$ cat src/sv/tisp_pkg.sv
`default_nettype none
package tisp_pkg;

	localparam logic [7:0] ByteIac   = 8'd255;
	localparam logic [7:0] ByteDont  = 8'd254;
	localparam logic [7:0] ByteDo    = 8'd253;
	localparam logic [7:0] ByteWont  = 8'd252;
	localparam logic [7:0] ByteWill  = 8'd251;
	localparam logic [7:0] ByteSb    = 8'd250;
	localparam logic [7:0] ByteSe    = 8'd240;
	localparam logic [7:0] ByteTtype = 8'd24;
	localparam logic [7:0] ByteSga   = 8'd3;
	localparam logic [7:0] ByteSend  = 8'd1;
	localparam logic [7:0] ByteIs    = 8'd0;

	localparam int CmdDepth = 4;

	localparam logic [3:0] LenData  = 4'd1;
	localparam logic [3:0] LenNeg   = 4'd3;
	localparam logic [3:0] LenTtype = 4'd11;

	typedef enum logic [3:0] {
		ST_DATA     = 4'd0,
		ST_IAC      = 4'd1,
		ST_OPT_DO   = 4'd2,
		ST_OPT_DONT = 4'd3,
		ST_OPT_WILL = 4'd4,
		ST_OPT_WONT = 4'd5,
		ST_SB_OPT   = 4'd6,
		ST_SB_SEND  = 4'd7,
		ST_SB_BODY  = 4'd8,
		ST_SB_IAC   = 4'd9
	} parse_state_t;

	typedef enum logic [1:0] {
		CMD_DATA  = 2'd0,
		CMD_NEG   = 2'd1,
		CMD_TTYPE = 2'd2
	} cmd_kind_t;

	typedef struct packed {
		cmd_kind_t  kind;
		logic [7:0] code;
		logic [7:0] value;
	} cmd_t;

	function automatic logic [7:0] ttype_reply_byte(input logic [3:0] idx);
		logic [7:0] b;
		unique case (idx)
			4'd0:    b = ByteIac;
			4'd1:    b = ByteSb;
			4'd2:    b = ByteTtype;
			4'd3:    b = ByteIs;
			4'd4:    b = 8'h56;
			4'd5:    b = 8'h54;
			4'd6:    b = 8'h31;
			4'd7:    b = 8'h30;
			4'd8:    b = 8'h30;
			4'd9:    b = ByteIac;
			4'd10:   b = ByteSe;
			default: b = 8'h00;
		endcase
		return b;
	endfunction

	function automatic logic [3:0] cmd_len(input cmd_kind_t kind);
		logic [3:0] n;
		unique case (kind)
			CMD_DATA:  n = LenData;
			CMD_NEG:   n = LenNeg;
			CMD_TTYPE: n = LenTtype;
			default:   n = LenData;
		endcase
		return n;
	endfunction

endpackage
`default_nettype wire

$ cat src/sv/telnet_iac_stream_parser_top.sv
`default_nettype none
// A data byte goes through the command queue, then the registered output stage.
// Throughput: one received byte per cycle while full is low; a negotiation reply
// is three bytes, a terminal-type reply eleven, emitted one per cycle unless held.
// While the emitter works off a reply, the command queue absorbs up to CmdDepth
// commands; then full rises until a slot frees.
// Reset (arst_n low, asynchronous): parser to plain data, queue and output emptied.
module telnet_iac_stream_parser_top #(
	parameter int CmdDepth = tisp_pkg::CmdDepth
) (
	input  logic       clk,
	input  logic       arst_n,
	input  logic       push,
	output logic       full,
	input  logic [7:0] rx_byte,
	output logic       empty,
	input  logic       pop,
	output logic [7:0] out_byte,
	output logic       to_network,
	output logic       last
);

	logic           accept;
	logic           front_valid;
	tisp_pkg::cmd_t front_cmd;
	logic           head_valid;
	tisp_pkg::cmd_t head_cmd;
	logic           head_pop;
	logic           taken;

	// An input transaction advances the parser; bytes that make no result
	// are still held off while the queue is full, which keeps the control simple.
	assign accept = push && !full;
	assign taken  = pop && !empty;

	// Front: track IAC / option / subnegotiation state, classify each byte.
	tisp_front u_front (
		.clk       (clk),
		.arst_n    (arst_n),
		.accept    (accept),
		.rx_byte   (rx_byte),
		.cmd_valid (front_valid),
		.cmd       (front_cmd)
	);

	// Queue between parser and emitter, so each side can stall on its own.
	tisp_cmd_fifo #(
		.Depth (CmdDepth)
	) u_fifo (
		.clk      (clk),
		.arst_n   (arst_n),
		.wr_en    (accept && front_valid),
		.wr_cmd   (front_cmd),
		.full     (full),
		.rd_en    (head_pop),
		.rd_valid (head_valid),
		.rd_cmd   (head_cmd)
	);

	// Back: expand each command into its result bytes, one per cycle unless the
	// output is held, through a registered output stage.
	tisp_back u_back (
		.clk        (clk),
		.arst_n     (arst_n),
		.cmd_valid  (head_valid),
		.cmd        (head_cmd),
		.cmd_pop    (head_pop),
		.empty      (empty),
		.pop        (taken),
		.out_byte   (out_byte),
		.to_network (to_network),
		.last       (last)
	);

endmodule
`default_nettype wire

$ cat src/sv/tisp_front.sv
`default_nettype none
module tisp_front (
	input  logic              clk,
	input  logic              arst_n,
	input  logic              accept,
	input  logic [7:0]        rx_byte,
	output logic              cmd_valid,
	output tisp_pkg::cmd_t    cmd
);

	tisp_pkg::parse_state_t state_q, state_d;
	logic ttype_seen_q, ttype_seen_d;

	// next state
	always_comb begin
		state_d      = state_q;
		ttype_seen_d = ttype_seen_q;
		unique case (state_q)
			tisp_pkg::ST_IAC: begin
				priority if (rx_byte == tisp_pkg::ByteDo) begin
					state_d = tisp_pkg::ST_OPT_DO;
				end else if (rx_byte == tisp_pkg::ByteDont) begin
					state_d = tisp_pkg::ST_OPT_DONT;
				end else if (rx_byte == tisp_pkg::ByteWill) begin
					state_d = tisp_pkg::ST_OPT_WILL;
				end else if (rx_byte == tisp_pkg::ByteWont) begin
					state_d = tisp_pkg::ST_OPT_WONT;
				end else if (rx_byte == tisp_pkg::ByteSb) begin
					ttype_seen_d = 1'b0;
					state_d      = tisp_pkg::ST_SB_OPT;
				end else begin
					state_d = tisp_pkg::ST_DATA;
				end
			end
			tisp_pkg::ST_OPT_DO, tisp_pkg::ST_OPT_WILL,
			tisp_pkg::ST_OPT_DONT, tisp_pkg::ST_OPT_WONT: begin
				state_d = tisp_pkg::ST_DATA;
			end
			tisp_pkg::ST_SB_OPT: begin
				priority if (rx_byte == tisp_pkg::ByteIac) begin
					state_d = tisp_pkg::ST_SB_IAC;
				end else if (rx_byte == tisp_pkg::ByteTtype) begin
					state_d = tisp_pkg::ST_SB_SEND;
				end else begin
					state_d = tisp_pkg::ST_SB_BODY;
				end
			end
			tisp_pkg::ST_SB_SEND: begin
				if (rx_byte == tisp_pkg::ByteIac) begin
					state_d = tisp_pkg::ST_SB_IAC;
				end else begin
					if (rx_byte == tisp_pkg::ByteSend) begin
						ttype_seen_d = 1'b1;
					end
					state_d = tisp_pkg::ST_SB_BODY;
				end
			end
			tisp_pkg::ST_SB_BODY: begin
				if (rx_byte == tisp_pkg::ByteIac) begin
					state_d = tisp_pkg::ST_SB_IAC;
				end
			end
			tisp_pkg::ST_SB_IAC: begin
				if (rx_byte == tisp_pkg::ByteSe) begin
					ttype_seen_d = 1'b0;
					state_d      = tisp_pkg::ST_DATA;
				end else begin
					state_d = tisp_pkg::ST_SB_BODY;
				end
			end
			default: begin
				state_d = (rx_byte == tisp_pkg::ByteIac) ? tisp_pkg::ST_IAC : tisp_pkg::ST_DATA;
			end
		endcase
	end

	// classify the byte into a command for the back end
	always_comb begin
		cmd_valid  = 1'b0;
		cmd.kind   = tisp_pkg::CMD_DATA;
		cmd.code   = rx_byte;
		cmd.value  = rx_byte;
		unique case (state_q)
			tisp_pkg::ST_IAC: begin
				cmd_valid = (rx_byte == tisp_pkg::ByteIac);
			end
			tisp_pkg::ST_OPT_DO: begin
				cmd_valid = 1'b1;
				cmd.kind  = tisp_pkg::CMD_NEG;
				cmd.code  = (rx_byte == tisp_pkg::ByteSga || rx_byte == tisp_pkg::ByteTtype)
					? tisp_pkg::ByteWill : tisp_pkg::ByteWont;
			end
			tisp_pkg::ST_OPT_WILL: begin
				cmd_valid = 1'b1;
				cmd.kind  = tisp_pkg::CMD_NEG;
				cmd.code  = tisp_pkg::ByteDont;
			end
			tisp_pkg::ST_OPT_DONT, tisp_pkg::ST_OPT_WONT, tisp_pkg::ST_SB_OPT,
			tisp_pkg::ST_SB_SEND, tisp_pkg::ST_SB_BODY: begin
				cmd_valid = 1'b0;
			end
			tisp_pkg::ST_SB_IAC: begin
				cmd_valid = (rx_byte == tisp_pkg::ByteSe) && ttype_seen_q;
				cmd.kind  = tisp_pkg::CMD_TTYPE;
			end
			default: begin
				cmd_valid = (rx_byte != tisp_pkg::ByteIac);
			end
		endcase
	end

	always_ff @(posedge clk or negedge arst_n) begin
		if (!arst_n) begin
			state_q      <= tisp_pkg::ST_DATA;
			ttype_seen_q <= 1'b0;
		end else if (accept) begin
			state_q      <= state_d;
			ttype_seen_q <= ttype_seen_d;
		end
	end

endmodule
`default_nettype wire

$ cat src/sv/tisp_cmd_fifo.sv
`default_nettype none
module tisp_cmd_fifo #(
	parameter int Depth = tisp_pkg::CmdDepth
) (
	input  logic           clk,
	input  logic           arst_n,
	input  logic           wr_en,
	input  tisp_pkg::cmd_t wr_cmd,
	output logic           full,
	input  logic           rd_en,
	output logic           rd_valid,
	output tisp_pkg::cmd_t rd_cmd
);

	localparam int AddrW = (Depth > 1) ? $clog2(Depth) : 1;
	localparam int CntW  = $clog2(Depth + 1);
	localparam logic [AddrW-1:0] LastAddr = AddrW'(Depth - 1);
	localparam logic [CntW-1:0]  DepthCnt = CntW'(Depth);

	tisp_pkg::cmd_t    mem_q [Depth];
	logic [AddrW-1:0]  wr_ptr_q, rd_ptr_q;
	logic [CntW-1:0]   count_q;

	assign full     = (count_q == DepthCnt);
	assign rd_valid = (count_q != '0);
	assign rd_cmd   = mem_q[rd_ptr_q];

	always_ff @(posedge clk) begin
		if (wr_en) begin
			mem_q[wr_ptr_q] <= wr_cmd;
		end
	end

	always_ff @(posedge clk or negedge arst_n) begin
		if (!arst_n) begin
			wr_ptr_q <= '0;
			rd_ptr_q <= '0;
			count_q  <= '0;
		end else begin
			if (wr_en) begin
				wr_ptr_q <= (wr_ptr_q == LastAddr) ? '0 : wr_ptr_q + AddrW'(1);
			end
			if (rd_en) begin
				rd_ptr_q <= (rd_ptr_q == LastAddr) ? '0 : rd_ptr_q + AddrW'(1);
			end
			unique case ({wr_en, rd_en})
				2'b10:   count_q <= count_q + CntW'(1);
				2'b01:   count_q <= count_q - CntW'(1);
				default: count_q <= count_q;
			endcase
		end
	end

endmodule
`default_nettype wire

$ cat src/sv/tisp_back.sv
`default_nettype none
module tisp_back (
	input  logic           clk,
	input  logic           arst_n,
	input  logic           cmd_valid,
	input  tisp_pkg::cmd_t cmd,
	output logic           cmd_pop,
	output logic           empty,
	input  logic           pop,
	output logic [7:0]     out_byte,
	output logic           to_network,
	output logic           last
);

	logic [3:0] idx_q;
	logic [3:0] len;
	logic       last_el;
	logic       load;
	logic [7:0] sel_byte;
	logic       valid_q;
	logic [7:0] byte_q;
	logic       net_q;
	logic       last_q;

	assign len     = tisp_pkg::cmd_len(cmd.kind);
	assign last_el = (idx_q == len - 4'd1);
	assign load    = cmd_valid && (!valid_q || pop);
	assign cmd_pop = load && last_el;

	always_comb begin
		unique case (cmd.kind)
			tisp_pkg::CMD_NEG: begin
				unique case (idx_q)
					4'd0:    sel_byte = tisp_pkg::ByteIac;
					4'd1:    sel_byte = cmd.code;
					default: sel_byte = cmd.value;
				endcase
			end
			tisp_pkg::CMD_TTYPE: sel_byte = tisp_pkg::ttype_reply_byte(idx_q);
			default:             sel_byte = cmd.value;
		endcase
	end

	always_ff @(posedge clk or negedge arst_n) begin
		if (!arst_n) begin
			idx_q   <= '0;
			valid_q <= 1'b0;
		end else begin
			if (load) begin
				idx_q   <= last_el ? 4'd0 : idx_q + 4'd1;
				valid_q <= 1'b1;
			end else if (pop) begin
				valid_q <= 1'b0;
			end
		end
	end

	always_ff @(posedge clk) begin
		if (load) begin
			byte_q <= sel_byte;
			net_q  <= (cmd.kind != tisp_pkg::CMD_DATA);
			last_q <= last_el;
		end
	end

	assign empty      = !valid_q;
	assign out_byte   = byte_q;
	assign to_network = net_q;
	assign last       = last_q;

`ifndef SYNTHESIS
	a_idx_needs_cmd: assert property (@(posedge clk) disable iff (!arst_n)
		(idx_q != 4'd0) |-> cmd_valid)
		else $error("reply index advanced with no command at the queue head");
	a_idx_in_range: assert property (@(posedge clk) disable iff (!arst_n)
		cmd_valid |-> (idx_q < len))
		else $error("reply index beyond command length");
	a_data_is_last: assert property (@(posedge clk) disable iff (!arst_n)
		(valid_q && !net_q) |-> last_q)
		else $error("terminal data byte not marked last");
	a_pop_on_last: assert property (@(posedge clk) disable iff (!arst_n)
		(load && last_el) |=> (idx_q == 4'd0))
		else $error("index not rewound after final reply byte");
`endif

endmodule
`default_nettype wire
$ cat config.mk
export PLATFORM = sky130hd
export DESIGN_NAME = telnet_iac_stream_parser_top
export DESIGN_NICKNAME = d
export VERILOG_FILES = /design/src/sv/tisp_pkg.sv /design/src/sv/telnet_iac_stream_parser_top.sv /design/src/sv/tisp_front.sv /design/src/sv/tisp_cmd_fifo.sv /design/src/sv/tisp_back.sv
export SDC_FILE = /design/constraint.sdc
export NUM_CORES = 1
export LEC_CHECK = 0
export BUFFER_PORTS_ARGS = -buffer_cell sky130_fd_sc_hd__buf_2
export CAP_MARGIN = 40
export CORE_ASPECT_RATIO = 0.5
export CORE_MARGIN = 10
export CORE_UTILIZATION = 35
export DETAILED_ROUTE_END_ITERATION = 12
export PLACE_DENSITY = 0.55
export RECOVER_POWER = 100
export SETUP_SLACK_MARGIN = 0.15
export SLEW_MARGIN = 10
export SYNTH_ARGS = -nofsm -noshare
export SYNTH_HDL_FRONTEND = slang
export SYNTH_SLANG_ARGS = --single-unit
$ cat constraint.sdc
create_clock -name clk -period 9.5 [get_ports clk]
set_input_delay 0.95 -clock clk [delete_from_list [all_inputs] [get_ports clk]]
set_output_delay 0.95 -clock clk [all_outputs]
set_load 0.03 [all_outputs]
After elaboration in Yosys (flattened, before gate mapping)
Memory sizes are Yosys's and may differ from the RTL's.
Index checks and enable logic that the tools add are counted.
{"block": "totals", "output_inout_bits": 12, "ff_bits": 27, "ramBits": 72, "mem_bits_ro": 128, "elab_cells": 113, "input_bits": 12, "mem_count": 2}
{"memory": "(name not given)", "depth": 16, "word_bits": 8, "rd": 1, "rd_ports_with_merged_regs": 0, "write_ports": 0, "line": "tisp_pkg.sv:49", "text": "unique case (idx)"}
{"memory": "u_fifo.mem_q", "depth": 4, "word_bits": 18, "rd": 1, "rd_ports_with_merged_regs": 0, "write_ports": 1, "line": "tisp_cmd_fifo.sv:20", "text": "tisp_pkg::cmd_t mem_q [Depth];"}
{"block": "op_classes", "mux": 36, "n_addsub": 6, "eq_ne": 38, "reduce_logical": 21}
{"cell": "$eq A8 B8 Y1 const B", "n": 7}
{"cell": "$pmux W8 S2", "n": 3}
{"cell": "$mux W4", "n": 9}
{"cell": "$pmux W4 S6", "n": 1}
{"cell": "$eq A4 B3 Y1 const B", "n": 4}
{"cell": "$mux W1", "n": 14}
{"cell": "$ne A2 B2 Y1 const B", "n": 5}
{"cell": "$reduce_and A10 Y1", "n": 1}
{"cell": "$eq A2 B2 Y1 const B", "n": 4}
{"cell": "$eq A4 B1 Y1 const B", "n": 2}
{"cell": "$eq A4 B2 Y1 const B", "n": 2}
{"cell": "$eq A4 B4 Y1 const B", "n": 2}
{"cell": "$eq A8 B1 Y1 const B", "n": 1}
{"cell": "$eq A8 B2 Y1 const B", "n": 1}
{"cell": "$eq A8 B5 Y1 const B", "n": 1}
{"cell": "$ne A2 B1 Y1 const B", "n": 4}
{"cell": "$ne A8 B8 Y1 const B", "n": 1}
{"cell": "$pmux W4 S2", "n": 1}
{"cell": "$logic_and A1 B1 Y1", "n": 6}
{"cell": "$mux W3", "n": 2}
{"cell": "$pmux W3 S2", "n": 1}
{"cell": "$reduce_bool A2 Y1", "n": 3}
{"cell": "$reduce_bool A3 Y1", "n": 2}
{"cell": "$reduce_or A5 Y1", "n": 1}
{"cell": "18 further kinds", "n": 23}

Logic depth before layout (Yosys ltp)
Gate-level depths: netlist (run 1).
An unclocked memory read counts as a cell.
{"block": "depth", "ltp_word": 8, "ltp_mapped": 15, "ltp_nobuf": 12}

Modules after synthesis
Synthesis (run 1) repeated with hierarchy kept, for this count alone.
{"block": "unflattened", "cells_unflattened": 355, "hier_area_um2": 4857.2}
{"mod": "tisp_cmd_fifo", "cells_per_inst": 129, "area_per_inst_um2": 3010.4, "seq_area_each_um2": 2337.2, "n_inst": 1}
{"mod": "tisp_back", "cells_per_inst": 125, "area_per_inst_um2": 1136.1, "seq_area_each_um2": 425.4, "n_inst": 1}
{"mod": "tisp_front", "cells_per_inst": 98, "area_per_inst_um2": 689.4, "seq_area_each_um2": 125.1, "n_inst": 1}
{"mod": "telnet_iac_stream_parser_top", "cells_per_inst": 3, "area_per_inst_um2": 21.3, "seq_area_each_um2": 0.0, "n_inst": 1}

Least setup slack after synthesis (run 1)
Ideal clock, no wire load.
{"block": "synth_path", "path_type": "flip-flop to flip-flop", "startpoint": "register u_fifo.rd_ptr_q[0]", "endpoint": "register u_fifo.count_q[2]", "path_buffers": 2, "t_arrival_ps": 3802, "period_less_slack_ps": 3881, "t_required_ps": 9421, "setup_ps": 79, "setup_slack_ps": 5619, "stages_incl_launch_ff": 15, "path_cell_list": "dfrtp_1 -> clkbuf_1 -> mux4_2 -> inv_1 -> ha_1 -> clkbuf_1 -> xor2_1 -> nor4_1 -> and2_1 -> ha_1 -> inv_1 -> fa_1 -> xor2_1 -> nor2_1 -> xor2_1"}
{"block": "synth_between", "elab_chain_cells": 8, "elab_cells_between_ends": 11, "classes_between": "add/sub (1); eq/ne (5); mux (2); reduce/logical (2); memory (1)"}
{"element": "start, declared", "line": "tisp_cmd_fifo.sv:21", "text": "logic [AddrW-1:0] wr_ptr_q, rd_ptr_q;"}
{"element": "start signal, assigned", "line": "tisp_cmd_fifo.sv:44", "text": "rd_ptr_q <= (rd_ptr_q == LastAddr) ? '0 : rd_ptr_q + AddrW'(1);"}
{"element": "$mem_v2 Z4 W18 (*)"}
{"element": "$eq A2 B2 Y1 / $eq A2 B1 Y1 (equally long branches)", "line": "tisp_pkg.sv:68", "text": "unique case (kind)"}
{"element": "$pmux W4 S2 (*)", "line": "tisp_pkg.sv:68"}
{"element": "$sub A4 B1 Y4 (*)", "line": "tisp_back.sv:26", "text": "assign last_el = (idx_q == len - 4'd1);"}
{"element": "$eq A4 B4 Y1 (*)", "line": "tisp_back.sv:26"}
{"element": "named net u_back.last_el", "line": "tisp_back.sv:17", "text": "logic last_el;"}
{"element": "$logic_and A1 B1 Y1 (*)", "line": "tisp_back.sv:28", "text": "assign cmd_pop = load && last_el;"}
{"element": "named net head_pop", "line": "telnet_iac_stream_parser_top.sv:28", "text": "logic head_pop;"}
{"element": "$eq A2 B1 Y1 / $eq A2 B2 Y1 (equally long branches)", "line": "tisp_cmd_fifo.sv:46", "text": "unique case ({wr_en, rd_en})"}
{"element": "$pmux W3 S2 / $reduce_bool A2 Y1 (equally long branches)"}
{"element": "end signal, assigned", "line": "tisp_cmd_fifo.sv:47", "text": "2'b10: count_q <= count_q + CntW'(1);"}
{"element": "end signal, assigned", "line": "tisp_cmd_fifo.sv:48", "text": "2'b01: count_q <= count_q - CntW'(1);"}
{"element": "end signal, assigned", "line": "tisp_cmd_fifo.sv:49", "text": "default: count_q <= count_q;"}
{"element": "end, declared", "line": "tisp_cmd_fifo.sv:22", "text": "logic [CntW-1:0] count_q;"}
The timed path passes the listed nets; every way through them passes the cells marked *.
A chain may end at the register's enable or synchronous reset.

Worst setup path after layout (run 1)
{"block": "layout_path", "startpoint": "register u_fifo.rd_ptr_q[1]", "endpoint": "register u_fifo.count_q[2]"}
Same word-level chain as after synthesis.

==> results of run 1 <==
==> power breakdown <==
group / internal [mW] / total [mW] / leakage (nW) / switching [mW]
Sequential: 0.606 / 0.682 / 0.964 / 0.0763
Combinational: 0.251 / 0.649 / 0.767 / 0.398
Clock: 0.233 / 0.395 / 0.158 / 0.161
Total: 1.09 / 1.73 / 1.89 / 0.636
==> cell usage in the layout, fill, tap and decap left out, types with 2 or more instances in the layout <==
cell type  instances
inv_6              3
a211oi_1           2
edfxtp_1          82
nor3b_1            2
nor4_1             2
nand2b_1           6
mux2i_1            2
or3_1              5
mux2_2             3
nor2_1            28
mux4_2            18
a21oi_1           23
clkinv_1           2
and3b_1            2
clkbuf_16          9
nand3_1            3
bufinv_16          2
nand2_1           26
xor2_1             5
clkbuf_1          26
or2_2              3
o22ai_1            3
o211ai_1           2
or4_1              2
o21ai_0           34
ha_1              17
nor2b_1            5
a31oi_1            3
dfrtp_1           17
and3_1             5
inv_1             21
nor3_1             4
==> cells in the mapped netlist, types with 3 or more instances <==
cell type / n
edfxtp_1: 82
o21ai_0: 34
nor2_1: 28
nand2_1: 26
a21oi_1: 23
inv_1: 21
mux4_2: 18
dfrtp_1: 17
ha_1: 17
clkbuf_1: 13
nand2b_1: 6
and3_1: 5
nor2b_1: 5
xor2_1: 5
nor3_1: 4
or3_1: 4
a31oi_1: 3
mux2_2: 3
nand3_1: 3
o22ai_1: 3
or2_2: 3
==> state kept, by name, indices dropped and copies added (netlist names) <==
register              count
u_front.state_q           4
u_back.to_network         1
u_fifo.mem_q             72
u_back.out_byte           8
u_back.valid_q            1
u_back.idx_q              4
u_fifo.wr_ptr_q           2
u_front.ttype_seen_q      1
u_back.last               1
u_fifo.count_q            3
u_fifo.rd_ptr_q           2
==> routing by layer <==
metal / vias to the layer above / GRT usage, %
li1: 1382 / -
met1: 1401 / 13.7
met2: 46 / 16.2
met3: 14 / 2.80
met4: 0 / 4.71
met5: - / 0
==> kinds of logic after synthesis <==
| family | count (synthesis) | share of synthesized area, % |
|---|---|---|
| mux | 25 | 10.3 |
| xor+xnor | 6 | 1.11 |
| compound gates | 75 | 9.00 |
| buf+inv | 39 | 3.30 |
| simple gates | 99 | 10.5 |
| flops | 99 | 60.9 |
| fa+ha+maj | 18 | 4.91 |
==> cell type report <==
cell class	count	area, sq um
timing repair buffer	28	110
fill	1216	7650
inverter	22	82.6
multi-input combinational	223	1690
sequential	99	2890
tap	170	213
clock inverter	7	98.8
clock buffer	9	225
==> worst paths after layout <==
kind	slack [ps]	depth (start not counted)	endpoint
max	5310	12	u_fifo.count_q[2]$_DFFE_PN0P_
min	490	1	u_fifo.count_q[2]$_DFFE_PN0P_
max reg2reg	5310	12	u_fifo.count_q[2]$_DFFE_PN0P_
min reg2reg	490	1	u_fifo.count_q[2]$_DFFE_PN0P_
max in group asynchronous	8070	1	u_fifo.count_q[0]$_DFFE_PN0P_
min in group asynchronous	780	1	u_front.ttype_seen_q$_DFFE_PN0P_
==> critical path: stages (launching register included) <==
cell	delay, ps
dfrtp_1	880
mux4_2	430
inv_1	90
ha_1	420
xor2_1	240
nor4_1	680
and2_0	310
ha_1	210
inv_1	60
fa_1	390
xor2_1	150
nor2_1	110
xor2_1	150
==> results.cfg, run 1 <==
[detailed_routing]
met1_length_microns = 4780
avgRoutedWirePerCell_microns = 17.0
first_pass_iters = 4
wl_met3_microns = 318
wl_met2_microns = 4200
drtIter0Drc = 251
via_count = 2843
drt-vias-per-instance = 5.09
ant_nets = 0
maxUsedRoutingLayer = met4
wirelength_microns = 9480
route.detailed.drc = 0

[floorplanning]
row_count = 29
die_h_microns = 102
die_x_microns = 185
die-area_sq_mm = 0.0189
initial_core_util_pct = 36.6
core_sq_mm = 0.0130
io_pins = 24

[sta]
hold_ws_ps = 489
setup_ws_ps = 5310
grt_setup_unrepaired = false
finalSetupViolations = 0
tns_ps = 0
fin_crit_sh_pct = 44.1
worst_pin_slew_ps = 1210
finalCriticalPeriod_ps = 4190
max_freq_mhz = 239
skew_ps = 8.24
slew_viol_final = 0
slew_headroom_pct = 19.5
hold_viol_final = 0

[place]
dpl.cell_count = 542
port_buffers = 23
place.gp.congestion = 0.811
pre_cts_ws_ps = 5270
dpl.hpwl_microns = 6500
place_area_sq_mm = 0.00503

[cells_and_area]
diodes = 0
final_area_sq_mm = 0.00531
utilization_pct = 41.0
area_delta_synth_final_pct = 11.9
final_cells = 558
layout-drive-gt1-share_pct = 11.9
final_net_count = 413

[setup_path]
critPathKind = reg -> reg
setup.worst_path.end_class = register
required_ps = 9770
worstReg2RegStart = u_fifo.rd_ptr_q[1]$_DFFE_PN0P_
crit_path_max_fanout = 20
cp-start-kind = register
startpoint = u_fifo.rd_ptr_q[1]$_DFFE_PN0P_
cp.arrival_ps = 4470

[clocking]
cts_resized = 0
cts_made_buffers = 9
cts_tree = yes
cts_max_path_buffers = 2
cts_hold_buffers = 0
cts_setup_buffers = 0
insertion_delay_ps = 350
cts-htree-levels = 3
cts.sinks = 99
clk_pin_slew_worst_paths_ps = 70
cts-root-buf = clkbuf_16

[logic_synthesis]
synthTopCellsByArea = edfxtp_1 52%, dfrtp_1 9.0%, mux4_2 8.5%
synth-main-ff-cell = edfxtp_1
ys_ff_latch = 99
synth.avg_cell_area_sq_um = 13.1
synth_cells = 361
yosys_warnings = 0
synth_top_area_share_pct = 51.9
synth_edf_count = 82
netlist_area_sq_mm = 0.00474
yosysSeqAreaShare_pct = 60.9
synth_cell_types = 50
synthArstFlopShare_pct = 17.2
synth_nets = 391
synth_area_leader_cell = edfxtp_1

[global_routing]
grt_pass1_wl_microns = 15000
grt_max_degree = 22
grt-ovfl-total = 0
grt.total_usage_pct = 10.5
antenna_found_initial = 0
grt_pass1_vias = 2800

[worst_hold_path]
min_from = u_fifo.count_q[2]$_DFFE_PN0P_
hp-class = reg -> reg

[flow_run]
maxCapViolCount = 0

[pwr]
power.density_mw_per_mm2 = 325
ir_drop_mv = 0.113
power_leakage_nw = 1.89
finalPower_mw = 1.73

[outcome]
status = finished clean
No activity file was read; power rests on OpenSTA's default activity.
==> run 2: changes to the inputs <==
- PLACE_DENSITY: 0.55 -> 0.57
- clock period: 9.5 -> 3.71 ns (I/O delays scaled with it)
==> run 2 against run 1 <==
Against the previous run:
- largest power group unchanged
- highest routed layer unchanged
- non-clock buffer count rose by 7
- largest cell class unchanged
- hold slack worse by 270 ps
- global-route usage about the same
- die area did not move
- critical path depth is the same
==> results.cfg, run 2 (synthesized netlist as in run 1, its figures left out) <==
[flow_run]
maxCapViolCount = 0

[pwr]
power_leakage_nw = 1.92
p_seq_share_pct = 39.4
clkPwrFrac_pct = 21.7
p_sw_mw = 1.63
ir_drop_mv = 0.288
power_switching_share_pct = 37.0
power.density_mw_per_mm2 = 822
combinationalPowerShare_pct = 38.9
p_int_mw = 2.76

[place]
port_buffers = 23
dpl.cell_count = 548
pre_cts_ws_ps = 542
place.gp.congestion = 0.804
dpl.hpwl_microns = 6650

[setup_path]
startpoint = u_fifo.rd_ptr_q[0]$_DFFE_PN0P_
required_ps = 3980
critPathKind = reg -> reg
cp-start-kind = register
r2r_end = u_fifo.count_q[2]$_DFFE_PN0P_
worstReg2RegStart = u_fifo.rd_ptr_q[0]$_DFFE_PN0P_
setup.worst_path.end_class = register
r2r_cells = 12
cp.arrival_ps = 3510
crit_path_max_fanout = 5
ff2ff_setup_slack_ps = 470
crit_path_end = u_fifo.count_q[2]$_DFFE_PN0P_

[floorplanning]
die_x_microns = 185
core_sq_mm = 0.0130
initial_core_util_pct = 36.6
die-area_sq_mm = 0.0189
io_pins = 24
row_count = 29
die_h_microns = 102

[cells_and_area]
area_delta_synth_final_pct = 12.6
final_cell_mix = 82 x edfxtp_1, 34 x o21ai_0, 28 x nor2_1
largest-register = u_fifo.mem_q
final_common_cell = edfxtp_1
largest_reg_flops = 72
utilization_pct = 41.2
layout-drive-gt1-share_pct = 13.9
final_cells = 565
final_net_count = 420
diodes = 0

[sta]
hold_viol_final = 0
slew_headroom_pct = 33.1
worst_pin_slew_ps = 1000
slew_viol_final = 0
finalSetupViolations = 0
setup_ws_ps = 470
tns_ps = 0
max_freq_mhz = 309
skew_ps = 7.65
fin_crit_sh_pct = 87.3
grt_setup_unrepaired = false
finalCriticalPeriod_ps = 3240

[clocking]
clk_pin_slew_worst_paths_ps = 70
cts_setup_buffers = 0
insertion_delay_ps = 340
cts_resized = 0
cts_made_buffers = 9
cts_hold_buffers = 1
cts-root-buf = clkbuf_16
cts-htree-levels = 3
cts_max_path_buffers = 2
cts_tree = yes
cts.sinks = 99

[detailed_routing]
avgRoutedWirePerCell_microns = 16.5
ant_nets = 0
drtIter0Drc = 277
route.detailed.drc = 0
via_count = 2873
drt-vias-per-instance = 5.08
wirelength_microns = 9310
first_pass_iters = 5

[global_routing]
grt-ovfl-total = 0
antenna_found_initial = 0
grt_pass1_vias = 2871
grt_pass1_wl_microns = 15200
grt_max_degree = 19
grt.total_usage_pct = 10.5

[outcome]
status = finished clean

[worst_hold_path]
hp-class = in -> reg
## run 2: per-stage QoR
| step | instance area, sq um | hold slack, ps | power [mW] |
|---|---|---|---|
| final | 5340 | 215 | 4.39 |
| after global placement | 5090 | 325 | 3.53 |
| after floorplan | 4750 | 75.4 | 3.04 |
| after CTS | 5400 | 204 | 4.49 |
| after global routing | 5340 | 209 | 4.74 |
| after detailed placement | 5090 | 334 | 3.53 |
## run 2: worst min-delay path by stage
stage / startpoint / to / slack (ps) / cells past startpoint
floorplan: arst_n / u_back.idx_q[0]$_DFFE_PN0P_ / 80 / 0
global placement: arst_n / u_front.state_q[2]$_DFFE_PN0P_ / 330 / 1
detailed placement: arst_n / u_front.state_q[2]$_DFFE_PN0P_ / 330 / 1
CTS: pop / u_back.valid_q$_DFFE_PN0P_ / 200 / 2
global route: pop / u_back.valid_q$_DFFE_PN0P_ / 210 / 2
finish: pop / u_back.valid_q$_DFFE_PN0P_ / 220 / 2
## run 2: final cells by class
class                      count  area (sq um)
fill                        1200          7610
sequential                    99          2890
multi-input combinational    223          1690
clock buffer                   9           225
tap                          170           213
timing repair buffer          35           160
clock inverter                 7          82.6
inverter                      22          82.6
## run 2: per-layer routing
metal,wire (microns),part of all wire [%],track usage (%)
met1,4480,48,13.6
met2,4180,45,16.3
met3,533,5.7,3.58
met4,118,1.3,3.35
met5,0,0,0
## run 2: critical path: stages (launching register included)
cell and delay [ps]:
dfrtp_1 450, mux4_2 540, inv_1 90, ha_1 260, xor2_1 170, nor4_1 290
and2_0 280, ha_1 210, inv_1 60, fa_1 400, xor2_1 150, nor2_1 110
xor2_1 150
## run 2: power groups by stage
stage               combinational [mW]  sequential (mW)  clock [mW]
detailed placement                1.77             1.75           0
finish                            1.71             1.73       0.952
floorplan                         1.26             1.78           0
CTS                               1.78             1.73       0.978
global route                      1.94             1.77        1.03
global placement                  1.77             1.75           0
